File: src/rtl/assert_macros.svh
// -----------------------------------------------------------------------------
// Assertion macros
// Shared concurrent assertion macros for the palette table blocks.
// -----------------------------------------------------------------------------
`ifndef ASSERT_MACROS_SVH
`define ASSERT_MACROS_SVH

`ifndef SYNTH
// Checked on aclk, off while reset is asserted.
`define PLTR_ASSERT(lbl, prop, msg) \
    lbl: assert property (@(posedge aclk) disable iff (!aresetn) prop) else $error(msg);
// Checked on aclk at every edge, reset included.
`define PLTR_ASSERT_NR(lbl, prop, msg) \
    lbl: assert property (@(posedge aclk) prop) else $error(msg);
`else
`define PLTR_ASSERT(lbl, prop, msg)
`define PLTR_ASSERT_NR(lbl, prop, msg)
`endif

`endif

File: src/rtl/pltr_pkg.sv
// -----------------------------------------------------------------------------
// Palette table package
// Widths, codes and controller/datapath interface types.
// -----------------------------------------------------------------------------
package pltr_pkg;

    localparam int PALETTE_DEPTH_DEF = 256;

    localparam int IDX_W      = 8;
    localparam int CHAN_W     = 8;
    localparam int COLOR_W    = 3 * CHAN_W;
    localparam int LEN_W      = 9;
    localparam int BG_W       = 8;
    localparam int OP_W       = 2;
    localparam int CFG_IDX_W  = 2;
    localparam int CFG_DATA_W = 9;

    localparam int SEARCH_MAX = 256;

    localparam logic [LEN_W-1:0] LENGTH_RESET = 9'd256;

    localparam logic [CFG_IDX_W-1:0] CFG_PALETTE_LENGTH = 2'd0;
    localparam logic [CFG_IDX_W-1:0] CFG_BACKGROUND_ID  = 2'd1;

    typedef enum logic [OP_W-1:0] {
        OP_READ  = 2'd0,
        OP_WRITE = 2'd1,
        OP_FIND  = 2'd2
    } op_t;

    typedef struct packed {
        logic clear_step;
        logic wr_item;
        logic rd_index;
        logic scan_start;
        logic scan_step;
        logic load_read;
        logic load_find;
    } cmd_t;

    typedef struct packed {
        logic clear_last;
        logic scan_hit;
        logic scan_last;
    } stat_t;

endpackage

File: src/rtl/pltr_ctrl.sv
// -----------------------------------------------------------------------------
// Palette table controller
// Sequences the clearing pass, reads, writes and scans, and owns result valid.
// -----------------------------------------------------------------------------
`include "assert_macros.svh"

module pltr_ctrl (
    input  logic                      aclk,
    input  logic                      aresetn,
    input  logic                      s_valid,
    output logic                      s_ready,
    input  logic [pltr_pkg::OP_W-1:0] s_operation,
    output logic                      m_valid,
    input  logic                      m_ready,
    input  pltr_pkg::stat_t           stat,
    output pltr_pkg::cmd_t            cmd
);

    typedef enum logic [1:0] {
        ST_CLEAR,
        ST_IDLE,
        ST_READ,
        ST_SCAN
    } state_t;

    state_t state_reg;
    state_t state_next;
    logic   m_valid_reg;
    logic   m_valid_next;
    logic   out_free;

    assign out_free = !m_valid_reg || m_ready;

    always_comb begin
        state_next = state_reg;
        cmd        = '0;
        unique case (state_reg)
            ST_CLEAR: begin
                cmd.clear_step = 1'b1;
                if (stat.clear_last) begin
                    state_next = ST_IDLE;
                end
            end
            ST_IDLE: begin
                if (s_valid) begin
                    unique case (pltr_pkg::op_t'(s_operation))
                        pltr_pkg::OP_READ: begin
                            cmd.rd_index = 1'b1;
                            state_next   = ST_READ;
                        end
                        pltr_pkg::OP_WRITE: begin
                            cmd.wr_item = 1'b1;
                        end
                        pltr_pkg::OP_FIND: begin
                            cmd.scan_start = 1'b1;
                            state_next     = ST_SCAN;
                        end
                        default: begin
                            state_next = ST_IDLE;
                        end
                    endcase
                end
            end
            ST_READ: begin
                if (out_free) begin
                    cmd.load_read = 1'b1;
                    state_next    = ST_IDLE;
                end
            end
            ST_SCAN: begin
                if (stat.scan_hit || stat.scan_last) begin
                    if (out_free) begin
                        cmd.load_find = 1'b1;
                        state_next    = ST_IDLE;
                    end
                end else begin
                    cmd.scan_step = 1'b1;
                end
            end
            default: begin
                state_next = ST_IDLE;
            end
        endcase
    end

    always_comb begin
        m_valid_next = m_valid_reg && !m_ready;
        if (cmd.load_read || cmd.load_find) begin
            m_valid_next = 1'b1;
        end
    end

    always_ff @(posedge aclk) begin
        if (!aresetn) begin
            state_reg   <= ST_CLEAR;
            m_valid_reg <= 1'b0;
        end else begin
            state_reg   <= state_next;
            m_valid_reg <= m_valid_next;
        end
    end

    assign s_ready = (state_reg == ST_IDLE);
    assign m_valid = m_valid_reg;

    `PLTR_ASSERT(a_cmd_onehot, $onehot0(cmd), "More than one datapath command issued.")
    `PLTR_ASSERT(a_load_room, (cmd.load_read || cmd.load_find) |-> out_free, "Result loaded over a pending result.")
    `PLTR_ASSERT(a_read_result, (state_reg == ST_READ) |=> m_valid_reg, "Read finished without a result.")
    `PLTR_ASSERT_NR(a_reset_clear, !aresetn |=> !s_ready, "Requests taken before the clearing pass.")

endmodule

File: config.mk
export PLATFORM = sky130hd
export DESIGN_NAME = pltr_ctrl
export DESIGN_NICKNAME = d
export VERILOG_FILES = /design/src/rtl/pltr_pkg.sv /design/src/rtl/pltr_ctrl.sv
export VERILOG_INCLUDE_DIRS = /design/src /design/src/rtl
export SDC_FILE = /design/constraint.sdc
export NUM_CORES = 1
export LEC_CHECK = 0
export ABC_AREA = 1
export BUFFER_PORTS_ARGS = -buffer_cell sky130_fd_sc_hd__buf_2
export CORE_AREA = 2 2 39 41
export CTS_BUF_LIST = sky130_fd_sc_hd__clkbuf_8
export CTS_CLUSTER_DIAMETER = 100
export CTS_CLUSTER_SIZE = 10
export DETAILED_ROUTE_END_ITERATION = 7
export DIE_AREA = 0 0 41 43
export RECOVER_POWER = 25
export SETUP_SLACK_MARGIN = 0.02
export SYNTH_ARGS = -nofsm -noshare
export SYNTH_HDL_FRONTEND = slang
export SYNTH_SLANG_ARGS = --single-unit
File: constraint.sdc
create_clock -name aclk -period 2.8 [get_ports aclk]
set_input_delay 0.56 -clock aclk [delete_from_list [all_inputs] [get_ports aclk]]
set_output_delay 0.56 -clock aclk [all_outputs]
set_load 0.05 [all_outputs]
==> results of run 1 <==
## worst max-delay path, cell delays in order, from the launching register on
cell     delay (ns)
dfxtp_1        0.44
inv_2          0.09
nor2_4         0.15
nand2_1        0.10
nor3_1         0.12
buf_2          0.28
## layout make-up
type                       count  area, um2
clock inverter                 1       3.75
multi-input combinational     32        151
clock buffer                   3       41.3
timing repair buffer          17       85.1
inverter                       7       26.3
sequential                     3       60.1
tap                           16       20.0
fill                         163        996
## cells in the final DEF, fill, tap and decap left out, drive strengths merged
cell type,instances
nor2,12
buf,17
nor3,2
nand3,2
o21ai,4
o21bai,1
nand4,1
nand2,10
dfxtp,3
inv,8
clkbuf,3
## worst paths after layout
check | start | slack [ns] | end | cells past startpoint
worst max-delay path | state_reg[0] | 0.85 | cmd[3] | 5
worst min-delay path | state_reg[0] | 0.58 | state_reg[0] | 2
worst max register to register | state_reg[0] | 1.69 | state_reg[0] | 5
worst min register to register | state_reg[0] | 0.58 | state_reg[0] | 2
## kinds of logic (layout without fill, tap and decap cells)
kind of cell / count (synthesis) / count (layout) / synth area share
compound gates: 5 / 5 / 0.115
buf+inv: 7 / 28 / 0.109
simple gates: 27 / 27 / 0.526
flops: 3 / 3 / 0.250
## where the power goes
part           switching [mW]  internal, mW
combinational           0.197        0.0692
sequential             0.0279        0.0606
clock                  0.0260        0.0931
## per-layer routing
metal / share of wire / wire (um) / GRT usage
met5: 0 / 0 / 0
met4: 0 / 0 / 0.0400
met3: 0.14 / 82 / 0.0471
met2: 0.36 / 214 / 0.0813
met1: 0.51 / 306 / 0.0990
## stage by stage
stage / setup WS [ns] / instances / hold slack (ns) / power (mW)
6_report: 0.846 / 79 / 0.575 / 0.473
5_1_grt: 0.745 / 79 / 0.594 / 0.509
4_1_cts: 0.841 / 79 / 0.575 / 0.485
3_5_place_dp: 0.960 / 75 / 0.571 / 0.362
3_3_place_gp: 0.962 / 75 / 0.578 / 0.359
2_1_floorplan: 0.264 / 42 / 0.532 / 0.306
==> results_dict.tcl, run 1 <==
set metrics [dict create \
    drtIter0Drc 10 \
    cp-start-kind "flip-flop" \
    drc 0 \
    core_um2 1380 \
    tightest_slew_ns 0.281 \
    hold_class "reg -> reg" \
    ir_drop_uv 364 \
    dp_hpwl_um 490 \
    gp_congestion 0.674 \
    clkSlewWorstSetupHoldPaths_ns 0.03 \
    drt_wl_total_um 602 \
    largest_reg_flops 2 \
    cts_made_buffers 3 \
    fin_nets 73 \
    hold_violations 0 \
    drtPass1Iterations 2 \
    worstPathArrival_ns 1.39 \
    initial_core_util 0.174 \
    status "finished clean" \
    portBuffers 17 \
    fp-row-count 14 \
    htreeDepth 1 \
    synthDominantCellAreaShare 0.250 \
    timing.fmax_mhz 512 \
    ys_types 14 \
    post_cts_resized 0 \
    tns_ns 0 \
    yosys-top-cells-count "nor2_1, nand2_1, inv_1" \
    grt_use_total 0.0721 \
    dieArea_um2 1760 \
    clkLatencyLatePin_ns 0.21 \
    ys_seq_area_frac 0.250 \
    grt_pass1_wl_um 828 \
    critPathRequiredTime_ns 2.24 \
    ant_nets 0 \
    die-width_um 41 \
    max_slew_margin 0.813 \
    tritoncts "done" \
    post-route-util 0.280 \
    drv_cap 0 \
    viasPerCell 3.91 \
    avgSynthCellArea_um2 5.72 \
    vias 309 \
    power_per_cell_area_nw_per_um2 1220 \
    synthArstFlopShare 0 \
    setup_viol 0 \
    synth_largest_area_cell "dfxtp_1" \
    wl_per_cell_um 7.62 \
    clockBufferDepth 2 \
    final_layout_size_suffix_gt1_frac 0.397 \
    antenna_found_initial 0 \
    finalMaxSlewViolations 0 \
    fin_area_um2 388 \
    p_leak_nw 0.237 \
    post_cts_buffers 0 \
    netlist_instances 42 \
    grt_pass1_vias 220 \
    cts_root_buffer "clkbuf_8" \
    critPathMaxFanout 7 \
    die_y_um 43 \
    fin_crit_ns 1.95 \
    yosys_warnings 0 \
    clock_sinks 3 \
    synth_edf_count 0 \
    rsz0062_at_grt "no" \
    syn-cell-area_um2 240 \
    syn_nets 51 \
    end_kind "output pin" \
    diodes 0 \
    synth_area_leaders "dfxtp_1, nor2_1, nand2_1" \
    synth-seq-cells 3 \
    hold_buffers 0 \
    synthFlopType "dfxtp_1" \
    io_pins 18 \
    grt_max_degree 8 \
    yosysMostFrequentCell "nor2_1" \
    setup.worst_path.class "reg -> out" \
    gr-total-overflow 0 \
    area_growth_pct 61.5 \
    period_share 0.698 \
    placed_cell_area_um2 345 \
    skew_ns 0.00247 \
]
Note: power is estimated with default switching activity, not from simulation.
==> run 2, diff against run 1 <==
- clock period: 2.8 -> 1.63 ns (I/O delays scaled with it)
==> run 2 against run 1 <==
Global-route usage is 0.29 points lower. Largest power group unchanged. Clock skew is essentially flat. Combinational power up 88%.
==> results_dict.tcl, run 2 (synthesis results as in run 1) <==
set metrics [dict create \
    path_buf_inv 2 \
    tns_ns 0 \
    viasPerCell 3.89 \
    skew_ns 0.00226 \
    core_um2 1380 \
    cp-start-kind "flip-flop" \
    end_kind "output pin" \
    ff_latch_area_um2 65.1 \
    hold_class "in -> reg" \
    holdWs_ns 0.361 \
    fp-row-count 14 \
    p_leak_nw 0.249 \
    portBuffers 17 \
    initial_core_util 0.174 \
    drv_cap 0 \
    multiInputGateArea_um2 190 \
    drtPass1Iterations 2 \
    pre_cts_ws_ns 0.176 \
    power.share.clock 0.236 \
    status "finished clean" \
    ir_drop_uv 637 \
    grt_use_total 0.0692 \
    drt_wl_total_um 635 \
    gr-total-overflow 0 \
    layout_commonest_cell "buf_2" \
    drtIter0Drc 3 \
    nFillCells 159 \
    die-width_um 41 \
    tightest_slew_ns 0.589 \
    period_share 0.951 \
    wl_per_cell_um 7.84 \
    seq_power_share 0.187 \
    pwr-share-comb 0.577 \
    cts_made_buffers 3 \
    grt_pass1_wl_um 814 \
    critPathMaxFanout 7 \
    tritoncts "done" \
    crit_path_max_incr_delay_ns 0.37 \
    ant_nets 0 \
    fin_nets 75 \
    clkLatencyLatePin_ns 0.21 \
    max_slew_margin 0.609 \
    vias 315 \
    diodes 0 \
    grt_max_degree 8 \
    fin_crit_ns 1.55 \
    hold_violations 0 \
    net-switching-power_mw 0.454 \
    largest_reg_flops 2 \
    p_int_mw 0.410 \
    timing.fmax_mhz 645 \
    clockBufferDepth 2 \
    crit_family "simple AND/OR/NAND/NOR gates" \
    path_cells "inv_2 -> nor2_4 -> nand3_1 -> nor2_4 -> buf_4" \
    dieArea_um2 1760 \
    fin_area_um2 454 \
    antenna_found_initial 0 \
    post-route-util 0.328 \
    worstPathArrival_ns 1.22 \
    setup_viol 0 \
    io_pins 18 \
    gp_congestion 0.658 \
    cp_common_cell "nor2_4" \
    clkSlewWorstSetupHoldPaths_ns 0.03 \
    clock_sinks 3 \
    critPathRequiredTime_ns 1.30 \
    power_per_cell_area_nw_per_um2 1900 \
    slowest_stage "dfxtp_4" \
    drc 0 \
    dp_hpwl_um 509 \
    die_y_um 43 \
    rsz0062_at_grt "no" \
    fin_ws_ns 0.0795 \
    placed_cell_area_um2 393 \
    cts_root_buffer "clkbuf_8" \
    setup.worst_path.class "reg -> out" \
    area_growth_pct 89.1 \
    finalMaxSlewViolations 0 \
    grt_pass1_vias 232 \
    hold_buffers 0 \
    p_sw_frac 0.525 \
    htreeDepth 1 \
    final_layout_size_suffix_gt1_frac 0.538 \
    final_cell_mix "buf_2, inv_1, nor2_1" \
]
## run 2: cell count changes in the layout (fill, tap and decap cells not counted), moves of 2 or more
cell	delta
buf_2	-3
nor2_2	+2
nor2_1	-4
dfxtp_1	-2
buf_4	+3
nor3_1	-2
nor2_4	+2
## run 2: power groups by stage
stage          clock [mW]  sequential (mW)  combinational, mW
3_3_place_gp            0            0.158              0.496
4_1_cts             0.213            0.160              0.499
5_1_grt             0.220            0.169              0.535
2_1_floorplan           0            0.180              0.380
3_5_place_dp            0            0.160              0.495
6_report            0.204            0.162              0.499
## run 2: path summary, 6_finish.rpt
path | startpoint | end | slack [ns] | cells past startpoint
min reg2reg | state_reg[1] | state_reg[1] | 0.54 | 2
min | aresetn | state_reg[1] | 0.36 | 3
max reg2reg | state_reg[0] | state_reg[0] | 0.55 | 5
max | state_reg[0] | cmd[4] | 0.08 | 5
## run 2: final cells by class
class	instances	share of cell area
Clock buffer	3	0.0909
Clock inverter	1	0.00826
Inverter	7	0.0579
Multi-Input combinational cell	32	0.419
Sequential cell	3	0.143
Tap cell	16	0.0441
Timing Repair Buffer	19	0.237
## run 2: metrics by stage
step	power (mW)	instances
after floorplan	0.560	42
after global placement	0.653	76
after detailed placement	0.655	76
after CTS	0.872	80
after global routing	0.924	81
final	0.865	81
## run 2: worst reg2reg max path, cell delays in order (launching register included)
cell and delay (ns):
dfxtp_4 0.37, inv_2 0.06, nor2_4 0.15, nand3_1 0.15
o21ai_0 0.18, nor2_1 0.07
## run 2: metal layers
layer / vias to the layer above / track usage / wire (um)
li1: 176 / - / -
met2: 16 / 0.0813 / 240
met5: - / 0 / 0
met1: 123 / 0.0994 / 318
met4: 0 / 0.0200 / 0
met3: 0 / 0.0471 / 76
## run 2: timing repair
| action | CTS | global route |
|---|---|---|
| gates resized for setup | 2 | 2 |
| endpoints found under the setup margin | 2 | 4 |
| setup buffers | 0 | 1 |
| pin swaps | 0 | 3 |
==> run 3, diff against run 2 <==
- PLACE_DENSITY: default -> 0.44
==> run 3 against run 2 <==
Sequential cell count unchanged. Sequential share of layout area down 0.97 points. Wire length up 11%. Fmax up 0.31%. Clock power up 2%. Utilization up 1.7 points. Clock-buffer cell count unchanged. Die area unchanged. Design area up 5.2%. Largest cell class unchanged.
==> results_dict.tcl, run 3 (synthesis results as in run 1) <==
set metrics [dict create \
    gp_congestion 0.621 \
    status "finished clean" \
    critPathMaxFanout 7 \
    p_sw_frac 0.517 \
    timing.fmax_mhz 647 \
    area_growth_pct 99.0 \
    ant_nets 0 \
    antenna_found_initial 0 \
    worstPathArrival_ns 1.22 \
    finalMaxSlewViolations 0 \
    dp_hpwl_um 563 \
    grt_pass1_wl_um 1010 \
    period_share 0.948 \
    hold_class "in -> reg" \
    die_y_um 43 \
    grt_use_total 0.0863 \
    pre_cts_ws_ns 0.169 \
    fin_area_um2 478 \
    max_slew_margin 0.609 \
    diodes 0 \
    cts_made_buffers 3 \
    p_int_mw 0.438 \
    tns_ns 0 \
    cts_root_buffer "clkbuf_8" \
    fin_ws_ns 0.0842 \
    clkLatencyLatePin_ns 0.21 \
    r2r_slack_ns 0.51 \
    skew_ns 0.0000913 \
    reg2reg_depth 7 \
    core_um2 1380 \
    viasPerCell 4.11 \
    post-route-util 0.345 \
    cp-start-kind "flip-flop" \
    largest_reg_flops 2 \
    die-width_um 41 \
    initial_core_util 0.174 \
    final_cell_mix "buf_2, nor2_1, inv_1" \
    critPathRequiredTime_ns 1.30 \
    hold_end "m_valid" \
    power_per_cell_area_nw_per_um2 1890 \
    fin_nets 77 \
    drtPass1Iterations 4 \
    drv_cap 0 \
    setup.worst_path.class "reg -> out" \
    grt_max_degree 8 \
    dieArea_um2 1760 \
    net-switching-power_mw 0.468 \
    fin_crit_ns 1.55 \
    clockBufferDepth 2 \
    r2r-start "state_reg[0]" \
    grt_pass1_vias 257 \
    end_kind "output pin" \
    clock_sinks 3 \
    vias 341 \
    hold_depth 3 \
    hold_violations 0 \
    fp-row-count 14 \
    holdCritStartpoint "aresetn" \
    gr-total-overflow 0 \
    io_pins 18 \
    tightest_slew_ns 0.589 \
    setup_viol 0 \
    seq_power_share 0.174 \
    p_leak_nw 0.257 \
    htreeDepth 1 \
    layout_commonest_cell "buf_2" \
    rsz0062_at_grt "no" \
    placed_cell_area_um2 393 \
    wl_per_cell_um 8.53 \
    clkSlewWorstSetupHoldPaths_ns 0.03 \
    final_layout_size_suffix_gt1_frac 0.537 \
    drt_wl_total_um 708 \
    ir_drop_uv 554 \
    drc 0 \
    tritoncts "done" \
    pwr-share-comb 0.595 \
    drtIter0Drc 3 \
    power.share.clock 0.231 \
    reg2reg_to "state_reg[1]" \
    portBuffers 17 \
]
-- run 3: worst max path at each step --
stage / slack, ns / cells after the start / start / to
finish: 0.08 / 3 / state_reg[1] / cmd[0]
detailed placement: 0.17 / 5 / state_reg[0] / cmd[3]
floorplan: -0.08 / 4 / state_reg[0] / cmd[3]
global placement: 0.20 / 5 / state_reg[0] / cmd[3]
global route: 0.02 / 5 / state_reg[0] / cmd[5]
CTS: 0.03 / 4 / state_reg[1] / cmd[3]
-- run 3: cell type report --
cell class,instances,area [um2]
flip-flops and latches,3,63.8
clock buffers,3,41.3
clock inverters,1,3.75
multi-input cells,32,193
well taps,16,20.0
inverters,7,26.3
fillers,151,906
repair buffers,21,130
-- run 3: per-stage QoR --
stage	cells	hold slack, ns	total power [mW]
floorplan	42	0.435	0.560
global placement	76	0.518	0.662
detailed placement	76	0.523	0.662
CTS	80	0.344	0.878
global route	83	0.375	0.973
finish	83	0.366	0.906
-- run 3: repair_timing --
action / in CTS / in global routing
hold endpoints to repair: 0 / 0
pin swaps: 1 / 3
setup buffers: 0 / 3
resized for setup: 3 / 4
endpoints found under the setup margin: 2 / 5
hold buffers: 0 / 0
-- run 3: layer usage --
layer	part of all wire	global-route usage	routed length [um]	vias up
met5	0	0	0	-
met4	0	0.0200	0	0
met3	0.095	0.0628	67	0
met2	0.45	0.106	318	13
met1	0.45	0.119	322	146
li1	-	-	-	182
-- run 3: power groups by stage --
stage / Sequential [mW] / Combinational, mW / Clock (mW)
floorplan: 0.180 / 0.380 / 0
CTS: 0.161 / 0.503 / 0.214
global placement: 0.160 / 0.502 / 0
finish: 0.157 / 0.539 / 0.209
global route: 0.162 / 0.587 / 0.224
detailed placement: 0.162 / 0.500 / 0
-- run 3: critical path, stage by stage (launching register included) --
cell and delay [ns]:
dfxtp_1 0.48, nand2_2 0.13, nor3_2 0.14, clkbuf_4 0.26
